==> config.mk <==
export PLATFORM = sky130hd
export DESIGN_NAME = sbc_bitpool_search_core
export DESIGN_NICKNAME = d
export VERILOG_FILES = /design/src/sv/sbc_bps_pkg.sv /design/src/sv/sbc_bitpool_search_core.sv
export SDC_FILE = /design/constraint.sdc
export NUM_CORES = 2
export LEC_CHECK = 0
export ABC_AREA = 1
export BUFFER_PORTS_ARGS = -buffer_cell sky130_fd_sc_hd__buf_4
export CORE_MARGIN = 2
export CORE_UTILIZATION = 55
export CTS_BUF_LIST = sky130_fd_sc_hd__clkbuf_8
export CTS_CLUSTER_DIAMETER = 150
export DETAILED_ROUTE_END_ITERATION = 16
export GPL_TIMING_DRIVEN = 0
export PLACE_DENSITY = 0.79
export SETUP_SLACK_MARGIN = 0.05
export SYNTH_ARGS = -nofsm -noshare
export SYNTH_HDL_FRONTEND = slang
export SYNTH_SLANG_ARGS = --single-unit
==> constraint.sdc <==
create_clock -name clk -period 10.27 [get_ports clk]
set_clock_uncertainty 0.2 [all_clocks]
set_input_delay 1.027 -clock clk [delete_from_list [all_inputs] [get_ports clk]]
set_output_delay 1.027 -clock clk [all_outputs]
set_load 0.05 [all_outputs]
==> src/sv/sbc_bps_pkg.sv <==
// Constants and register codes of the SBC bitpool search block.
package sbc_bps_pkg;

  localparam logic [1:0] CFG_SAMPLE_RATE = 2'd0;
  localparam logic [1:0] CFG_SUBBANDS    = 2'd1;
  localparam logic [1:0] CFG_BLOCKS      = 2'd2;
  localparam logic [1:0] CFG_CHAN_MODE   = 2'd3;

  localparam logic [1:0] MODE_MONO  = 2'd0;
  localparam logic [1:0] MODE_DUAL  = 2'd1;
  localparam logic [1:0] MODE_STERE = 2'd2;
  localparam logic [1:0] MODE_JOINT = 2'd3;

  localparam logic [1:0] MOVED_DOWN = 2'b01;
  localparam logic [1:0] MOVED_UP   = 2'b10;
  localparam logic [1:0] MOVED_BOTH = 2'b11;

  localparam logic [15:0] RATE_STEP = 16'd5;
  localparam logic [7:0]  HDR_BITS  = 8'd32;

  // Bit positions of the result beat.
  localparam int unsigned OUT_CAUSE_BIT = 32;

endpackage

==> src/sv/sbc_bitpool_search_core.sv <==
// SBC bitpool search: iterative rate stepping with a bit-serial divider.
// One beat in gives one beat out. Each search iteration runs up to three
// divisions, two for mono and dual channel and three for stereo and joint
// stereo, through a single restoring divider that retires one quotient bit
// per cycle over a 36-bit dividend; a whole search repeats the iteration,
// stepping the rate by 5 kbps while the pool misses its range. A new beat is
// taken only once the previous search has finished. Configuration writes are
// taken every cycle.
module sbc_bitpool_search_core (
  input  logic        clk,
  input  logic        rst_n,
  input  logic        in_tvalid,
  output logic        in_tready,
  // [15:0] start_rate_kbps, [23:16] min_pool, [31:24] max_pool
  input  logic [31:0] in_tdata,
  output logic        out_tvalid,
  input  logic        out_tready,
  // [15:0] pool_value, [31:16] final_rate_kbps, [32] stop_cause, [39:33] zero
  output logic [39:0] out_tdata,
  input  logic        cfg_valid,
  output logic        cfg_ready,
  input  logic [1:0]  cfg_index,
  input  logic [15:0] cfg_data
);

  typedef enum logic [3:0] {
    S_IDLE, S_A_SETUP, S_B_SETUP, S_POOL, S_FRAME, S_C_SETUP,
    S_DIV, S_CHECK, S_DECIDE, S_DONE
  } state_t;

  state_t      state_r, div_ret_r;
  logic [15:0] fs_r;
  logic [3:0]  sb_r;
  logic [4:0]  nb_r;
  logic [1:0]  mode_r;
  logic [15:0] rate_r;
  logic [7:0]  lo_r, hi_r;
  logic [1:0]  moved_r;
  logic [15:0] q1_r, pool_r, frame_r;
  logic        cause_r;
  logic        out_tvalid_r;
  logic [39:0] out_tdata_r;

  // divider
  logic [35:0] div_dq_r;
  logic [18:0] div_rem_r, div_den_r;
  logic [5:0]  div_cnt_r;
  logic        div_neg_r;

  logic        stereo;
  logic [3:0]  joint;
  logic [13:0] sb_k;
  logic [29:0] prod_a;
  logic [18:0] den_a;
  logic [7:0]  num_b;
  logic [8:0]  sbnb;
  logic [18:0] den_c;
  logic signed [32:0] prod_c;
  logic signed [35:0] num_c;
  logic [35:0] mag_c;
  logic signed [22:0] frame_t;
  logic signed [22:0] frame_d;
  logic [15:0] frame_nxt;
  logic [19:0] rem_sh;
  logic        rem_ge;
  logic [18:0] rem_nxt;
  logic [15:0] div_q16;
  logic [16:0] rate_up;
  logic [1:0]  moved_nxt;
  logic        zero_div;

  assign stereo   = (mode_r == sbc_bps_pkg::MODE_STERE) || (mode_r == sbc_bps_pkg::MODE_JOINT);
  assign joint    = (mode_r == sbc_bps_pkg::MODE_JOINT) ? sb_r : 4'd0;
  assign zero_div = (fs_r == 16'd0) || (sb_r == 4'd0) || (nb_r == 5'd0);

  assign sb_k   = 14'({10'd0, sb_r} * 14'd1000);
  assign prod_a = 30'({14'd0, rate_r} * {16'd0, sb_k});
  assign den_a  = (mode_r == sbc_bps_pkg::MODE_MONO || stereo) ? {3'd0, fs_r}
                                                               : {2'd0, fs_r, 1'b0};

  // Constant part of the pool formula, divided by the block count.
  always_comb begin
    if (stereo) begin
      num_b = sbc_bps_pkg::HDR_BITS + {1'b0, sb_r, 3'd0} + {4'd0, joint};
    end else if (mode_r == sbc_bps_pkg::MODE_MONO) begin
      num_b = sbc_bps_pkg::HDR_BITS + {2'd0, sb_r, 2'd0};
    end else begin
      num_b = (sbc_bps_pkg::HDR_BITS >> 1) + {2'd0, sb_r, 2'd0};
    end
  end

  assign sbnb   = 9'({5'd0, sb_r} * {4'd0, nb_r});
  assign den_c  = 19'({10'd0, sbnb} * 19'd1000);
  assign prod_c = $signed({{17{frame_r[15]}}, frame_r}) * $signed({17'd0, fs_r});
  assign num_c  = {prod_c[32], prod_c[31:0], 3'd0};
  assign mag_c  = num_c[35] ? 36'(-num_c) : 36'(num_c);

  // Frame length: truncate toward zero on the joint-plus-pool term.
  assign frame_t   = 23'($signed({{7{pool_r[15]}}, pool_r}) * $signed({18'd0, nb_r}))
                     + $signed({19'd0, joint});
  assign frame_d   = frame_t[22] ? ((frame_t + 23'sd7) >>> 3) : (frame_t >>> 3);
  assign frame_nxt = 16'(frame_d) + 16'd4 + {12'd0, sb_r};

  assign rem_sh  = {div_rem_r, div_dq_r[35]};
  assign rem_ge  = rem_sh >= {1'b0, div_den_r};
  assign rem_nxt = rem_ge ? 19'(rem_sh - {1'b0, div_den_r}) : rem_sh[18:0];
  assign div_q16 = div_neg_r ? 16'(~div_dq_r[15:0] + 16'd1) : div_dq_r[15:0];

  assign rate_up = {1'b0, rate_r} + {1'b0, sbc_bps_pkg::RATE_STEP};

  always_comb begin
    moved_nxt = moved_r;
    if ($signed(pool_r) > $signed({8'd0, hi_r})) begin
      moved_nxt = moved_r | sbc_bps_pkg::MOVED_DOWN;
    end else if ($signed(pool_r) < $signed({8'd0, lo_r})) begin
      moved_nxt = rate_up[16] ? sbc_bps_pkg::MOVED_BOTH : (moved_r | sbc_bps_pkg::MOVED_UP);
    end
  end

  assign in_tready  = (state_r == S_IDLE);
  assign cfg_ready  = 1'b1;
  assign out_tvalid = out_tvalid_r;
  assign out_tdata  = out_tdata_r;

  always_ff @(posedge clk) begin
    if (!rst_n) begin
      state_r      <= S_IDLE;
      div_ret_r    <= S_IDLE;
      out_tvalid_r <= 1'b0;
      fs_r         <= 16'd48000;
      sb_r         <= 4'd8;
      nb_r         <= 5'd16;
      mode_r       <= sbc_bps_pkg::MODE_JOINT;
      moved_r      <= 2'd0;
      div_cnt_r    <= 6'd0;
    end else begin
      if (cfg_valid) begin
        case (cfg_index)
          sbc_bps_pkg::CFG_SAMPLE_RATE: fs_r   <= cfg_data;
          sbc_bps_pkg::CFG_SUBBANDS:    sb_r   <= cfg_data[3:0];
          sbc_bps_pkg::CFG_BLOCKS:      nb_r   <= cfg_data[4:0];
          sbc_bps_pkg::CFG_CHAN_MODE:   mode_r <= cfg_data[1:0];
          default: ;
        endcase
      end
      // Drop the beat once taken, unless the next result loads this cycle.
      if (out_tvalid_r && out_tready && (state_r != S_DONE)) begin
        out_tvalid_r <= 1'b0;
      end
      case (state_r)
        S_IDLE: begin
          if (in_tvalid) begin
            rate_r  <= in_tdata[15:0];
            lo_r    <= in_tdata[23:16];
            hi_r    <= in_tdata[31:24];
            moved_r <= 2'd0;
            if (zero_div) begin
              pool_r  <= 16'd0;
              cause_r <= 1'b1;
              state_r <= S_DONE;
            end else begin
              state_r <= S_A_SETUP;
            end
          end
        end
        S_A_SETUP: begin
          div_dq_r  <= {6'd0, prod_a};
          div_rem_r <= 19'd0;
          div_den_r <= den_a;
          div_neg_r <= 1'b0;
          div_cnt_r <= 6'd36;
          div_ret_r <= S_B_SETUP;
          state_r   <= S_DIV;
        end
        S_B_SETUP: begin
          q1_r      <= div_q16;
          div_dq_r  <= {28'd0, num_b};
          div_rem_r <= 19'd0;
          div_den_r <= {14'd0, nb_r};
          div_neg_r <= 1'b0;
          div_cnt_r <= 6'd36;
          div_ret_r <= S_POOL;
          state_r   <= S_DIV;
        end
        S_POOL: begin
          pool_r  <= q1_r - div_q16;
          state_r <= stereo ? S_FRAME : S_DECIDE;
        end
        S_FRAME: begin
          frame_r <= frame_nxt;
          state_r <= S_C_SETUP;
        end
        S_C_SETUP: begin
          div_dq_r  <= mag_c;
          div_rem_r <= 19'd0;
          div_den_r <= den_c;
          div_neg_r <= num_c[35];
          div_cnt_r <= 6'd36;
          div_ret_r <= S_CHECK;
          state_r   <= S_DIV;
        end
        S_DIV: begin
          div_rem_r <= rem_nxt;
          div_dq_r  <= {div_dq_r[34:0], rem_ge};
          div_cnt_r <= div_cnt_r - 6'd1;
          if (div_cnt_r == 6'd1) begin
            state_r <= div_ret_r;
          end
        end
        S_CHECK: begin
          // Lower the pool when the recomputed rate overshoots the target.
          if ($signed({div_q16[15], div_q16}) > $signed({1'b0, rate_r})) begin
            pool_r <= pool_r - 16'd1;
          end
          state_r <= S_DECIDE;
        end
        S_DECIDE: begin
          moved_r <= moved_nxt;
          if ($signed(pool_r) > $signed({8'd0, hi_r})) begin
            rate_r <= rate_r - sbc_bps_pkg::RATE_STEP;
          end else if ($signed(pool_r) < $signed({8'd0, lo_r})) begin
            rate_r <= rate_up[15:0];
          end
          if (($signed(pool_r) <= $signed({8'd0, hi_r})) &&
              ($signed(pool_r) >= $signed({8'd0, lo_r}))) begin
            cause_r <= 1'b0;
            state_r <= S_DONE;
          end else if (moved_nxt == sbc_bps_pkg::MOVED_BOTH) begin
            cause_r <= 1'b1;
            state_r <= S_DONE;
          end else begin
            state_r <= S_A_SETUP;
          end
        end
        S_DONE: begin
          // Hold until the output register is free.
          if (!out_tvalid_r || out_tready) begin
            out_tdata_r  <= {7'd0, cause_r, rate_r, pool_r};
            out_tvalid_r <= 1'b1;
            state_r      <= S_IDLE;
          end
        end
        default: state_r <= S_IDLE;
      endcase
    end
  end

endmodule

==> impl_results.md <==
- CORE AREA: 65600 sq um
- Leading area contributor after synthesis: fa_1
- Yosys cell types: 63
- Top post-synthesis cells by area: fa_1, edfxtp_1, ha_1
- Number of I/O port buffers: 89
- TritonCTS buffer count: 40
- H-Tree Depth: 2
- Ys flop type: edfxtp_1
- Post-CTS sizing: 0
- Via density: 5.40
- Worst slew pin tran: 1240 ps
- Number of flops mapped to enable cells by yosys: 189
- Ports: 98
- Fmax: 106 MHz
- Max incr delay on CP: 730 ps
- Most common cell after layout, fill and taps aside: nand2_1
- Area delta synth->final: 7.41%
- Layout cells sized above 1: 5.46%
- Chip width: 261 microns
- Status: completed
- Post-synthesis async set-or-reset flop share: 0%
- Clock buffer depth: 3
- Commonest cells after routing, fill and taps aside: nand2_1, inv_1, fa_1
- DRT Wirelength: 98400 microns
- Post-synth top area share: 22.7%
- # rows: 94
- Reg2reg setup slack: 790 ps
- Initial antenna violation count: 1
- Chip height: 261 microns
- Clk Latency, worst-skew pair: 620 ps
- Class of the most critical setup path: flip-flop to flip-flop
- Worst reg2reg path depth: 38
- Fin. Hold Viols: 0
- # hold bufs at CTS: 0
- Worst r2r dst: div_dq_r[28]
- Starting DRT DRC Count: 2503
- Mapped Cells: 4830
- Final slew viol count: 0
- Syn Area/Cell: 7.53 sq um
- TritonRoute pass-1 iters: 5
- Post-CTS setup repair buffer count: 0
- Grt total ovfl: 0
- Crit. End Element: flip-flop
- Antenna Nets Post-Route: 0
- Hpwl dp: 81800 microns
- Required time of the critical path: 10430 ps
- HP Start: cause_r
- First-pass GRT wire length: 161000 microns
- Fin Setup TNS: 0 ps
- Final count of negative-setup-slack endpoints: 0
- Highest-delay cell along the critical path: dfxtp_1
- CTS Sinks: 232
- Clock Tree Root: clkbuf_8
- Sequential share of the synthesized area: 18.0%
- CTS tree: built
- Pin count of the biggest net entering global routing: 37
- Final routed DRC violation total: 0
- YS warnings: 0
- Crit path from: sb_r[2]
- Crit path time final: 9480 ps
- Number of global-route vias before repair: 31759
- Worst-path maximum fanout: 13
- Die Area: 68200 sq um
- Hold Path Stages: 0
- Critical Path AT: 9640 ps
- CTS clk-pin slew, worst paths: 60 ps
- Hold Path Class: flip-flop to flip-flop
- Synthesized area: 36400 sq um
- Slew margin rel.: 16.7%
- Tot GR Track Use: 29.7%
- Worst r2r src: sb_r[2]
- Unrepaired setup endpoints after global routing: false
- RePlAce Congestion: 0.970
- # nets final: 5843
- Min-Delay Endpoint: out_tdata[32]
- Routed WL per cell: 16.8 microns
- #FFs+latches synth: 232
- Period utilization: 92.3%
- Initial core utilization: 55.4%
- Via count: 31696
- Maximum capacitance violations: 0
- Worst Setup Start Kind: flip-flop
## flip-flops by register name (all words and copies together) (netlist names), 2 cells and up
signal / flops
div_ret_r: 3
div_dq_r: 36
div_den_r: 19
mode_r: 2
sb_r: 4
pool_r: 16
hi_r: 8
div_cnt_r: 6
rate_r: 16
lo_r: 8
q1_r: 16
nb_r: 5
state_r: 4
div_rem_r: 19
out_tdata: 33
frame_r: 16
moved_r: 2
fs_r: 16
## how the worst max path moves through the flow
stage / endpoint / cells after the start / slack (ps)
6_report: div_dq_r[28] / 38 / 790
4_1_cts: div_dq_r[28] / 38 / 830
2_1_floorplan: div_dq_r[28] / 38 / 2120
5_1_grt: div_dq_r[28] / 38 / 220
3_5_place_dp: div_dq_r[28] / 38 / 860
3_3_place_gp: div_dq_r[28] / 38 / 950
## synthesized netlist by cell type, types with 8 or more instances
| master | instances |
|---|---|
| o221ai_1 | 9 |
| clkbuf_1 | 138 |
| nand3b_1 | 16 |
| ha_1 | 405 |
| a21oi_1 | 214 |
| o211ai_1 | 26 |
| and2_1 | 11 |
| dfxtp_1 | 43 |
| nand3_1 | 172 |
| nor2_4 | 8 |
| edfxtp_1 | 189 |
| nand2_2 | 24 |
| o21ai_0 | 175 |
| inv_1 | 1114 |
| nor2_1 | 286 |
| o22ai_1 | 13 |
| xnor2_1 | 32 |
| or2_2 | 14 |
| nand4_1 | 50 |
| inv_2 | 10 |
| nand2_1 | 1206 |
| buf_2 | 16 |
| xor2_1 | 66 |
| nor2_2 | 11 |
| buf_4 | 10 |
| fa_1 | 412 |
| nor4_1 | 10 |
| nor3_1 | 40 |
| o21bai_1 | 12 |
| a31oi_1 | 8 |
## area by class of cell
class / count / area [sq um]
antenna: 1 / 2.50
buffer: 171 / 707
clock buffer: 43 / 592
clock inverter: 30 / 254
fill: 5941 / 26600
inverter: 1129 / 4240
multi-input combinational: 3304 / 24900
sequential: 232 / 6540
tap: 864 / 1080
timing repair buffer: 93 / 721
## routing by layer
metal / wire length (microns) / GRT usage [%] / up-vias / part of all wire, %
met5: 13 / 0 / - / 0.013
met2: 46000 / 49.1 / 1317 / 47
met4: 4350 / 12.8 / 2 / 4.4
li1: - / - / 15159 / -
met3: 7990 / 4.79 / 269 / 8.1
met1: 40000 / 38.7 / 14949 / 41
## critical path: cells and delay by family, from the launching register on
kind,cells,cell delay (ps)
buf+inv,7,920
flops,1,730
fa+ha+maj,9,4310
simple gates,19,2830
compound gates,3,230
## per-stage QoR
stage / hold WS (ps) / instance area (sq um) / utilization, % / setup slack [ps] / instances
finish: 225 / 39100 / 59.5 / 792 / 5867
global route: 243 / 39000 / 59.5 / 224 / 5866
CTS: 229 / 39000 / 59.5 / 833 / 5866
detailed placement: 216 / 38200 / 58.2 / 864 / 5793
global placement: 205 / 38100 / 58.1 / 946 / 5789
floorplan: 200 / 36400 / - / 2120 / 4836
## cell families after synthesis
family / Yosys count / share of synthesized area (%)
simple gates: 1868 / 21.5
other cells: 2 / 0.0207
fa+ha+maj: 817 / 36.6
xor+xnor: 98 / 2.36
flops: 232 / 18.0
buf+inv: 1300 / 13.6
compound gates: 513 / 7.96
Power is left out: the tool's default activity adds up to more than one toggle a clock period on the data nets, which glitch-free logic cannot reach.
